$ cat config.mk
export PLATFORM = sky130hd
export DESIGN_NAME = entry_ring_offset_lookup
export DESIGN_NICKNAME = d
export VERILOG_FILES = /design/src/hdl/erol_pkg.sv /design/src/hdl/erol_ram.sv /design/src/hdl/erol_ctrl.sv /design/src/hdl/erol_dp.sv /design/src/hdl/entry_ring_offset_lookup.sv
export SDC_FILE = /design/constraint.sdc
export NUM_CORES = 1
export LEC_CHECK = 0
export BUFFER_PORTS_ARGS = -buffer_cell sky130_fd_sc_hd__buf_2
export CORE_ASPECT_RATIO = 2
export CORE_MARGIN = 2
export CORE_UTILIZATION = 35
export DETAILED_ROUTE_END_ITERATION = 10
export SLEW_MARGIN = 20
export SYNTH_ARGS = -nofsm -noshare
export SYNTH_HDL_FRONTEND = slang
export SYNTH_SLANG_ARGS = --single-unit
$ cat constraint.sdc
create_clock -name clk_i -period 6.1 [get_ports clk_i]
set_clock_uncertainty 0.2 [all_clocks]
set_input_delay 1.22 -clock clk_i [delete_from_list [all_inputs] [get_ports clk_i]]
set_output_delay 1.22 -clock clk_i [all_outputs]
set_load 0.02 [all_outputs]
$ cat src/hdl/erol_pkg.sv
// Package with shared constants and controller/datapath interface types.
`timescale 1ns / 1ps
`default_nettype none

package erol_pkg;

  // Default number of descriptor slots in the ring.
  localparam int unsigned DEPTH_DEF = 16;

  // Widths of the transaction fields.
  localparam int unsigned HANDLE_W = 32;
  localparam int unsigned LENGTH_W = 16;
  localparam int unsigned OFFSET_W = 20;
  localparam int unsigned SLOT_W   = 4;

  // Operation codes.
  localparam logic OP_ADD  = 1'b0;
  localparam logic OP_FIND = 1'b1;

  // Commands from the controller to the datapath.
  typedef struct packed {
    logic capture;   // latch the input transaction and prepare a find walk
    logic do_add;    // store the latched entry and update the ring indexes
    logic find_run;  // advance the find walk by one step
    logic out_load;  // move the finished result into the output register
  } cmd_t;

  // Status from the datapath to the controller.
  typedef struct packed {
    logic find_done; // the find walk has its answer in this cycle
    logic out_free;  // the output register can take a result this cycle
  } sts_t;

endpackage : erol_pkg

`default_nettype wire

$ cat src/hdl/erol_ram.sv
// Generic simple dual-port RAM with one write port and a registered read port.
`timescale 1ns / 1ps
`default_nettype none

module erol_ram #(
  parameter int unsigned WIDTH = 8,
  parameter int unsigned DEPTH = 16
) (
  input  wire logic                     clk_i,
  input  wire logic                     we_i,
  input  wire logic [$clog2(DEPTH)-1:0] waddr_i,
  input  wire logic [WIDTH-1:0]         wdata_i,
  input  wire logic                     re_i,
  input  wire logic [$clog2(DEPTH)-1:0] raddr_i,
  output logic      [WIDTH-1:0]         rdata_o
);

  logic [WIDTH-1:0] mem_q [DEPTH];
  logic [WIDTH-1:0] rdata_q;

  always_ff @(posedge clk_i) begin
    if (we_i) begin
      mem_q[waddr_i] <= wdata_i;
    end
    if (re_i) begin
      rdata_q <= mem_q[raddr_i];
    end
  end

  assign rdata_o = rdata_q;

endmodule : erol_ram

`default_nettype wire

$ cat src/hdl/erol_ctrl.sv
// Controller state machine that sequences add and find transactions.
`timescale 1ns / 1ps
`default_nettype none

module erol_ctrl (
  input  wire logic          clk_i,
  input  wire logic          rst_ni,
  input  wire logic          in_valid_i,
  input  wire logic          operation_i,
  input  wire erol_pkg::sts_t sts_i,
  output logic               in_stall_o,
  output erol_pkg::cmd_t     cmd_o
);

  typedef enum logic [3:0] {
    ST_IDLE   = 4'b0001,
    ST_ADD    = 4'b0010,
    ST_FIND   = 4'b0100,
    ST_RESULT = 4'b1000
  } state_e;

  state_e state_q, state_d;

  always_ff @(posedge clk_i or negedge rst_ni) begin
    if (!rst_ni) begin
      state_q <= ST_IDLE;
    end else begin
      state_q <= state_d;
    end
  end

  always_comb begin
    state_d = state_q;
    cmd_o   = '0;
    unique case (state_q)
      ST_IDLE: begin
        if (in_valid_i) begin
          cmd_o.capture = 1'b1;
          state_d = (operation_i == erol_pkg::OP_FIND) ? ST_FIND : ST_ADD;
        end
      end
      ST_ADD: begin
        cmd_o.do_add = 1'b1;
        state_d = ST_RESULT;
      end
      ST_FIND: begin
        cmd_o.find_run = 1'b1;
        if (sts_i.find_done) begin
          state_d = ST_RESULT;
        end
      end
      ST_RESULT: begin
        if (sts_i.out_free) begin
          cmd_o.out_load = 1'b1;
          state_d = ST_IDLE;
        end
      end
      default: begin
        state_d = ST_IDLE;
      end
    endcase
  end

  // New transactions enter only while no earlier one is in flight.
  assign in_stall_o = (state_q != ST_IDLE);

endmodule : erol_ctrl

`default_nettype wire

$ cat src/hdl/erol_dp.sv
// Datapath with ring indexes, slot memory, find walker and output register.
`timescale 1ns / 1ps
`default_nettype none

module erol_dp #(
  parameter int unsigned DEPTH = erol_pkg::DEPTH_DEF
) (
  input  wire logic                            clk_i,
  input  wire logic                            rst_ni,
  input  wire erol_pkg::cmd_t                  cmd_i,
  output erol_pkg::sts_t                       sts_o,
  input  wire logic [erol_pkg::HANDLE_W-1:0]   entry_handle_i,
  input  wire logic [erol_pkg::LENGTH_W-1:0]   entry_length_i,
  input  wire logic [erol_pkg::OFFSET_W-1:0]   byte_offset_i,
  output logic                                 out_valid_o,
  input  wire logic                            out_stall_i,
  output logic                                 found_o,
  output logic      [erol_pkg::SLOT_W-1:0]     slot_index_o,
  output logic      [erol_pkg::HANDLE_W-1:0]   handle_out_o,
  output logic      [erol_pkg::LENGTH_W-1:0]   byte_within_entry_o,
  output logic                                 overwrote_oldest_o,
  output logic                                 ring_full_o
);

  localparam int unsigned IW  = $clog2(DEPTH);
  localparam int unsigned CW  = $clog2(DEPTH + 1);
  localparam int unsigned HW  = erol_pkg::HANDLE_W;
  localparam int unsigned LW  = erol_pkg::LENGTH_W;
  localparam int unsigned OW  = erol_pkg::OFFSET_W;
  localparam int unsigned SW  = erol_pkg::SLOT_W;
  localparam int unsigned MW  = HW + LW;

  function automatic logic [IW-1:0] inc_idx(input logic [IW-1:0] idx);
    return (idx == IW'(DEPTH - 1)) ? '0 : idx + 1'b1;
  endfunction

  // Ring state.
  logic          full_q, full_d;
  logic [IW-1:0] wr_q, wr_d;
  logic [IW-1:0] rd_q, rd_d;

  // Latched add payload.
  logic [HW-1:0] handle_q;
  logic [LW-1:0] length_q;

  // Find walker.
  logic [OW-1:0] off_q, off_d;
  logic [IW-1:0] ptr_q, ptr_d;
  logic [CW-1:0] left_q, left_d;
  logic          chk_valid_q, chk_valid_d;
  logic [IW-1:0] chk_slot_q, chk_slot_d;

  // Finished result waiting for the output register.
  logic          res_found_q, res_found_d;
  logic [IW-1:0] res_slot_q, res_slot_d;
  logic [HW-1:0] res_handle_q, res_handle_d;
  logic [LW-1:0] res_within_q, res_within_d;
  logic          res_over_q, res_over_d;
  logic          res_full_q, res_full_d;

  // Output register.
  logic          out_valid_q, out_valid_d;
  logic          out_found_q;
  logic [SW-1:0] out_slot_q;
  logic [HW-1:0] out_handle_q;
  logic [LW-1:0] out_within_q;
  logic          out_over_q;
  logic          out_full_q;

  logic [MW-1:0] ram_rdata;
  logic [HW-1:0] rd_handle;
  logic [LW-1:0] rd_length;
  logic          issue;
  logic          hit;
  logic          walk_done;
  logic [CW-1:0] wr_ext, rd_ext, count;
  logic [IW-1:0] wr_next;
  logic [IW+SW-1:0] slot_ext;

  erol_ram #(
    .WIDTH (MW),
    .DEPTH (DEPTH)
  ) u_slot_ram (
    .clk_i   (clk_i),
    .we_i    (cmd_i.do_add),
    .waddr_i (wr_q),
    .wdata_i ({handle_q, length_q}),
    .re_i    (issue),
    .raddr_i (ptr_q),
    .rdata_o (ram_rdata)
  );

  assign rd_handle = ram_rdata[MW-1:LW];
  assign rd_length = ram_rdata[LW-1:0];

  assign wr_ext  = CW'(wr_q);
  assign rd_ext  = CW'(rd_q);
  assign count   = full_q ? CW'(DEPTH)
                 : ((wr_ext >= rd_ext) ? (wr_ext - rd_ext) : (wr_ext + CW'(DEPTH) - rd_ext));
  assign wr_next = inc_idx(wr_q);

  assign hit       = chk_valid_q && (off_q < OW'(rd_length));
  assign issue     = cmd_i.find_run && (left_q != '0) && !hit;
  assign walk_done = hit || (!chk_valid_q && (left_q == '0));

  assign sts_o.find_done = walk_done;
  assign sts_o.out_free  = !out_valid_q || !out_stall_i;

  always_comb begin
    full_d       = full_q;
    wr_d         = wr_q;
    rd_d         = rd_q;
    off_d        = off_q;
    ptr_d        = ptr_q;
    left_d       = left_q;
    chk_valid_d  = chk_valid_q;
    chk_slot_d   = chk_slot_q;
    res_found_d  = res_found_q;
    res_slot_d   = res_slot_q;
    res_handle_d = res_handle_q;
    res_within_d = res_within_q;
    res_over_d   = res_over_q;
    res_full_d   = res_full_q;

    if (cmd_i.capture) begin
      off_d       = byte_offset_i;
      ptr_d       = rd_q;
      left_d      = count;
      chk_valid_d = 1'b0;
    end

    if (cmd_i.do_add) begin
      wr_d         = wr_next;
      res_found_d  = 1'b0;
      res_slot_d   = wr_q;
      res_handle_d = '0;
      res_within_d = '0;
      res_over_d   = full_q;
      if (full_q) begin
        rd_d = inc_idx(rd_q);
      end else if (wr_next == rd_q) begin
        full_d = 1'b1;
      end
      res_full_d = full_q || (wr_next == rd_q);
    end

    if (cmd_i.find_run) begin
      if (chk_valid_q && !hit) begin
        off_d = off_q - OW'(rd_length);
      end
      chk_valid_d = issue;
      if (issue) begin
        chk_slot_d = ptr_q;
        ptr_d      = inc_idx(ptr_q);
        left_d     = left_q - 1'b1;
      end
      if (walk_done) begin
        res_found_d  = hit;
        res_slot_d   = hit ? chk_slot_q : '0;
        res_handle_d = hit ? rd_handle : '0;
        res_within_d = hit ? off_q[LW-1:0] : '0;
        res_over_d   = 1'b0;
        res_full_d   = full_q;
      end
    end
  end

  assign out_valid_d = cmd_i.out_load ? 1'b1 : (out_stall_i ? out_valid_q : 1'b0);
  assign slot_ext    = {{SW{1'b0}}, res_slot_q};

  always_ff @(posedge clk_i or negedge rst_ni) begin
    if (!rst_ni) begin
      full_q      <= 1'b0;
      wr_q        <= '0;
      rd_q        <= '0;
      left_q      <= '0;
      chk_valid_q <= 1'b0;
      out_valid_q <= 1'b0;
    end else begin
      full_q      <= full_d;
      wr_q        <= wr_d;
      rd_q        <= rd_d;
      left_q      <= left_d;
      chk_valid_q <= chk_valid_d;
      out_valid_q <= out_valid_d;
    end
  end

  always_ff @(posedge clk_i) begin
    if (cmd_i.capture) begin
      handle_q <= entry_handle_i;
      length_q <= entry_length_i;
    end
    off_q        <= off_d;
    ptr_q        <= ptr_d;
    chk_slot_q   <= chk_slot_d;
    res_found_q  <= res_found_d;
    res_slot_q   <= res_slot_d;
    res_handle_q <= res_handle_d;
    res_within_q <= res_within_d;
    res_over_q   <= res_over_d;
    res_full_q   <= res_full_d;
    if (cmd_i.out_load) begin
      out_found_q  <= res_found_q;
      out_slot_q   <= slot_ext[SW-1:0];
      out_handle_q <= res_handle_q;
      out_within_q <= res_within_q;
      out_over_q   <= res_over_q;
      out_full_q   <= res_full_q;
    end
  end

  assign out_valid_o         = out_valid_q;
  assign found_o             = out_found_q;
  assign slot_index_o        = out_slot_q;
  assign handle_out_o        = out_handle_q;
  assign byte_within_entry_o = out_within_q;
  assign overwrote_oldest_o  = out_over_q;
  assign ring_full_o         = out_full_q;

endmodule : erol_dp

`default_nettype wire

$ cat src/hdl/entry_ring_offset_lookup.sv
// One transaction is handled at a time. An add stores its slot and then reports; a find walks
// the stored slots from the read index, one stored length per cycle, until a hit or until
// every stored slot is checked. A finished result waits until the output register is free.
// Reset: rst_ni is asynchronous and active low; it empties the ring and clears valid.
// Slot contents are not cleared; a slot is only read after it has been written.
`timescale 1ns / 1ps
`default_nettype none

module entry_ring_offset_lookup #(
  parameter int unsigned DEPTH = erol_pkg::DEPTH_DEF
) (
  input  wire logic                            clk_i,
  input  wire logic                            rst_ni,
  // Input channel.
  input  wire logic                            in_valid_i,
  output logic                                 in_stall_o,
  input  wire logic                            operation_i,
  input  wire logic [erol_pkg::HANDLE_W-1:0]   entry_handle_i,
  input  wire logic [erol_pkg::LENGTH_W-1:0]   entry_length_i,
  input  wire logic [erol_pkg::OFFSET_W-1:0]   byte_offset_i,
  // Output channel.
  output logic                                 out_valid_o,
  input  wire logic                            out_stall_i,
  output logic                                 found_o,
  output logic      [erol_pkg::SLOT_W-1:0]     slot_index_o,
  output logic      [erol_pkg::HANDLE_W-1:0]   handle_out_o,
  output logic      [erol_pkg::LENGTH_W-1:0]   byte_within_entry_o,
  output logic                                 overwrote_oldest_o,
  output logic                                 ring_full_o
);

  // The controller decides what happens in each cycle; the datapath holds the
  // ring indexes, the slot RAM, the find walker and the output register.
  erol_pkg::cmd_t cmd;
  erol_pkg::sts_t sts;

  erol_ctrl u_ctrl (
    .clk_i       (clk_i),
    .rst_ni      (rst_ni),
    .in_valid_i  (in_valid_i),
    .operation_i (operation_i),
    .sts_i       (sts),
    .in_stall_o  (in_stall_o),
    .cmd_o       (cmd)
  );

  // An add writes the slot at the write index and advances it. When the ring
  // is already full the oldest entry is dropped by advancing the read index.
  // A find walks the valid slots from the read index, subtracting each stored
  // length from the offset until the offset lies inside one entry. The RAM
  // read is registered, so the walker issues one address per cycle and checks
  // the length of the previous one; no read is issued past a hit.
  erol_dp #(
    .DEPTH (DEPTH)
  ) u_dp (
    .clk_i               (clk_i),
    .rst_ni              (rst_ni),
    .cmd_i               (cmd),
    .sts_o               (sts),
    .entry_handle_i      (entry_handle_i),
    .entry_length_i      (entry_length_i),
    .byte_offset_i       (byte_offset_i),
    .out_valid_o         (out_valid_o),
    .out_stall_i         (out_stall_i),
    .found_o             (found_o),
    .slot_index_o        (slot_index_o),
    .handle_out_o        (handle_out_o),
    .byte_within_entry_o (byte_within_entry_o),
    .overwrote_oldest_o  (overwrote_oldest_o),
    .ring_full_o         (ring_full_o)
  );

endmodule : entry_ring_offset_lookup

`default_nettype wire

==> reports/results.tsv <==
metric	value	unit
wirelength, routed	87.9	mm
setup ws final	2.42	ns
Setup crit start	u_dp.off_q[0]	
RSZ-0062 raised after global routing	no	
critical path fanouts, max	16	
post-cts resize count	0	
EDFF count, synth	923	
first-pass GRT wire length	129	mm
Sink Count	1022	
CP peak stage delay	0.74	ns
Crit Path Category	reg -> reg	
post-route cell area	44000	sq um
GRT Resource Usage Total	0.157	
FP Rows	171	
outcome	finished clean	
post-synthesis sequential area ratio	0.777	
Iteration-0 DRC Markers	1455	
TritonCTS Buffers	87	
critical path, cell by cell	inv_1 > ha_1 > fa_1 > nand2b_1 > a21oi_1 > nor2_1 > o211a_4 > a31oi_4 > buf_4	
Slew @ Worst Pin	1.17	ns
Port-buffer cells	129	
synth top area cells	edfxtp_1, mux4_2, dfxtp_1, dfrtp_1, a22o_1	
Worst setup EP type	register	
antenna-violating nets left	0	
die extent in x	238	microns
dominant cell by count in the synthesized netlist	edfxtp_1	
HPWL Detailed	47.6	mm
hold buffers post-CTS	0	
largest net degree at the start of global routing	126	
Reg2Reg Setup Slack	2.42	ns
synthesis-stage register bit count	1022	
Synth cell types	57	
Worst-Skew Late Latency	0.67	ns
CTS tree	done	
starting density of the core	0.353	
final hold violations	0	
fraction of layout cells with a size suffix above 1	0.286	
Async S/R FF share, synth	0.0196	
nets	2053	
initial antenna violation count	4	
Non-Filler Instances	3408	
Mapped Nets	1880	
CTS clk-pin slew, worst paths	0.07	ns
Setup violations, final	0	
core footprint	109000	sq um
fillers	9484	
GPL Wtd Cong	0.775	
reg2reg path depth	9	
die height	472	microns
setup TNS	0	ns
Pleak	14.1	nW
Slew headroom	0.219	
area share of the leading cell type in the synthesized netlist	0.723	
CP required	6.24	ns
CP startpoint kind	register	
routed vias	17900	
vias in the first global route	19000	
R2R Path Start	u_dp.off_q[0]	
CTS root buffer	clkbuf_16	
DR vias/cell	5.26	
reg2reg end	u_dp.u_slot_ram.rdata_o[40]	
area grow syn2layout	14.6	%
dpl cells	3246	
Commonest cells post-synth	edfxtp_1, mux4_2, dfxtp_1	
hold_sp	u_dp.res_handle_q[19]	
yosys warns	0	
H-tree depth	3	
Placed Area	40900	sq um
wire per inst	25.8	microns
final-report max-slew violation count	0	
crit share post-route	0.604	
Mapped Cells	1778	
Clock Path Buffers	3	
Overall Power	17.7	mW
Critical path destination	u_dp.u_slot_ram.rdata_o[40]	
total gr overflow	0	
PD cells	404	nW/um^2
Tmin final	3.68	ns
drc violations	0	
Synth Area per Inst	21.6	sq um
die area	112000	sq um
WP data arrival	3.82	ns
Crit-path slowest cell	a31oi_4	
Hold Path Class	reg -> reg	
predominant post-synthesis flop cell	edfxtp_1	
synthesized area	38400	sq um
post-CTS setup buffer count	0	
Max-Cap Viols	0	
fmax	0.271	GHz
I/O pins	130	
TritonRoute pass-1 iters	5	
pre-CTS WS	2.39	ns
IR Drop Worst-Case VDD	0.000266	V
Synth area leader	edfxtp_1	
state kept, by name, indices dropped and copies added (netlist names), 4 cells and up:
signal / cells
u_dp.left_q: 5
u_dp.chk_slot_q: 4
u_dp.ptr_q: 4
u_dp.length_q: 16
u_dp.byte_within_entry_o: 16
u_dp.off_q: 20
u_dp.u_slot_ram.mem_q: 768
u_dp.u_slot_ram.rdata_o: 48
u_dp.rd_q: 4
u_dp.wr_q: 4
u_dp.res_within_q: 16
u_dp.res_handle_q: 32
u_dp.res_slot_q: 4
u_dp.slot_index_o: 4
u_dp.handle_q: 32
u_dp.handle_out_o: 32
u_ctrl.state_q: 4
kinds of logic (layout without fill, tap and decap cells):
group,after synthesis,count (layout),share of synthesized area
and+or+nand+nor,162,162,0.0194
muxes,256,256,0.145
AOI/OAI and AO/OA,170,170,0.0317
xor gates and xnor gates,23,23,0.00525
adders and majority gates,29,29,0.00985
other,0,1,0
buffers and inverters,116,361,0.0117
DFF,1022,1022,0.777
power breakdown:
group	switching (mW)	internal, mW
clock	2.49	3.44
combinational	1.42	1.46
sequential	0.616	8.32
total	4.53	13.2
worst min path at each step:
stage / to / slack, ns / cells after the start
3_3_place_gp: u_dp.found_o / 0.22 / 0
6_report: u_dp.handle_out_o[19] / 0.23 / 0
2_1_floorplan: u_dp.chk_slot_q[2] / 0.21 / 0
5_1_grt: u_dp.handle_out_o[19] / 0.25 / 0
3_5_place_dp: u_dp.handle_out_o[19] / 0.22 / 0
4_1_cts: u_dp.handle_out_o[19] / 0.23 / 0
layout by cell type, fill, tap and decap left out, types with 8 or more instances in the layout:
cell        count
edfxtp_1      923
mux4_2        240
buf_2         129
clkbuf_16      90
dfxtp_1        75
nand2_1        69
a22o_1         48
buf_4          36
a21oi_1        33
inv_1          31
o21ai_0        27
ha_1           27
nor2_1         25
dfrtp_1        19
bufinv_16      17
xnor2_1        16
clkinv_1       16
clkinv_2       14
nand2b_1       13
a31oi_1        13
mux2i_1        12
nor2_4         12
clkbuf_1       11
nor3_1          8
o31ai_1         8
clkinvlp_4      8
metrics by stage:
stage | utilization | hold WS [ns]
after floorplan | - | 0.206
after global placement | 0.376 | 0.218
after detailed placement | 0.376 | 0.218
after CTS | 0.404 | 0.232
after global routing | 0.404 | 0.255
final | 0.404 | 0.235
cell type report:
type | instances | area, sq um | share of cell area
well taps | 1384 | 1730 | 0.0394
diodes | 1 | 2.50 | 0.0000569
clock inverters | 59 | 736 | 0.0167
repair buffers | 168 | 976 | 0.0222
flip-flops and latches | 1022 | 29800 | 0.678
inverters | 32 | 123 | 0.00279
multi-input cells | 640 | 8260 | 0.188
clock buffers | 102 | 2310 | 0.0525
worst max-delay path, delay by kind of cell, from the launching register on:
kind,cells,cell delay (ns)
AND/OR/NAND/NOR,2,0.34
adder cells (fa/ha/maj),2,0.58
flip-flops,1,0.34
AO/OA/AOI/OAI,3,1.37
buffers and inverters,2,0.49
layer usage:
metal / global-route usage / routed length (microns)
met1: 0.196 / 35000
met2: 0.282 / 46800
met3: 0.0251 / 4400
met4: 0.0438 / 1760
met5: 0 / 23
No activity file was read; power rests on OpenSTA's default activity.
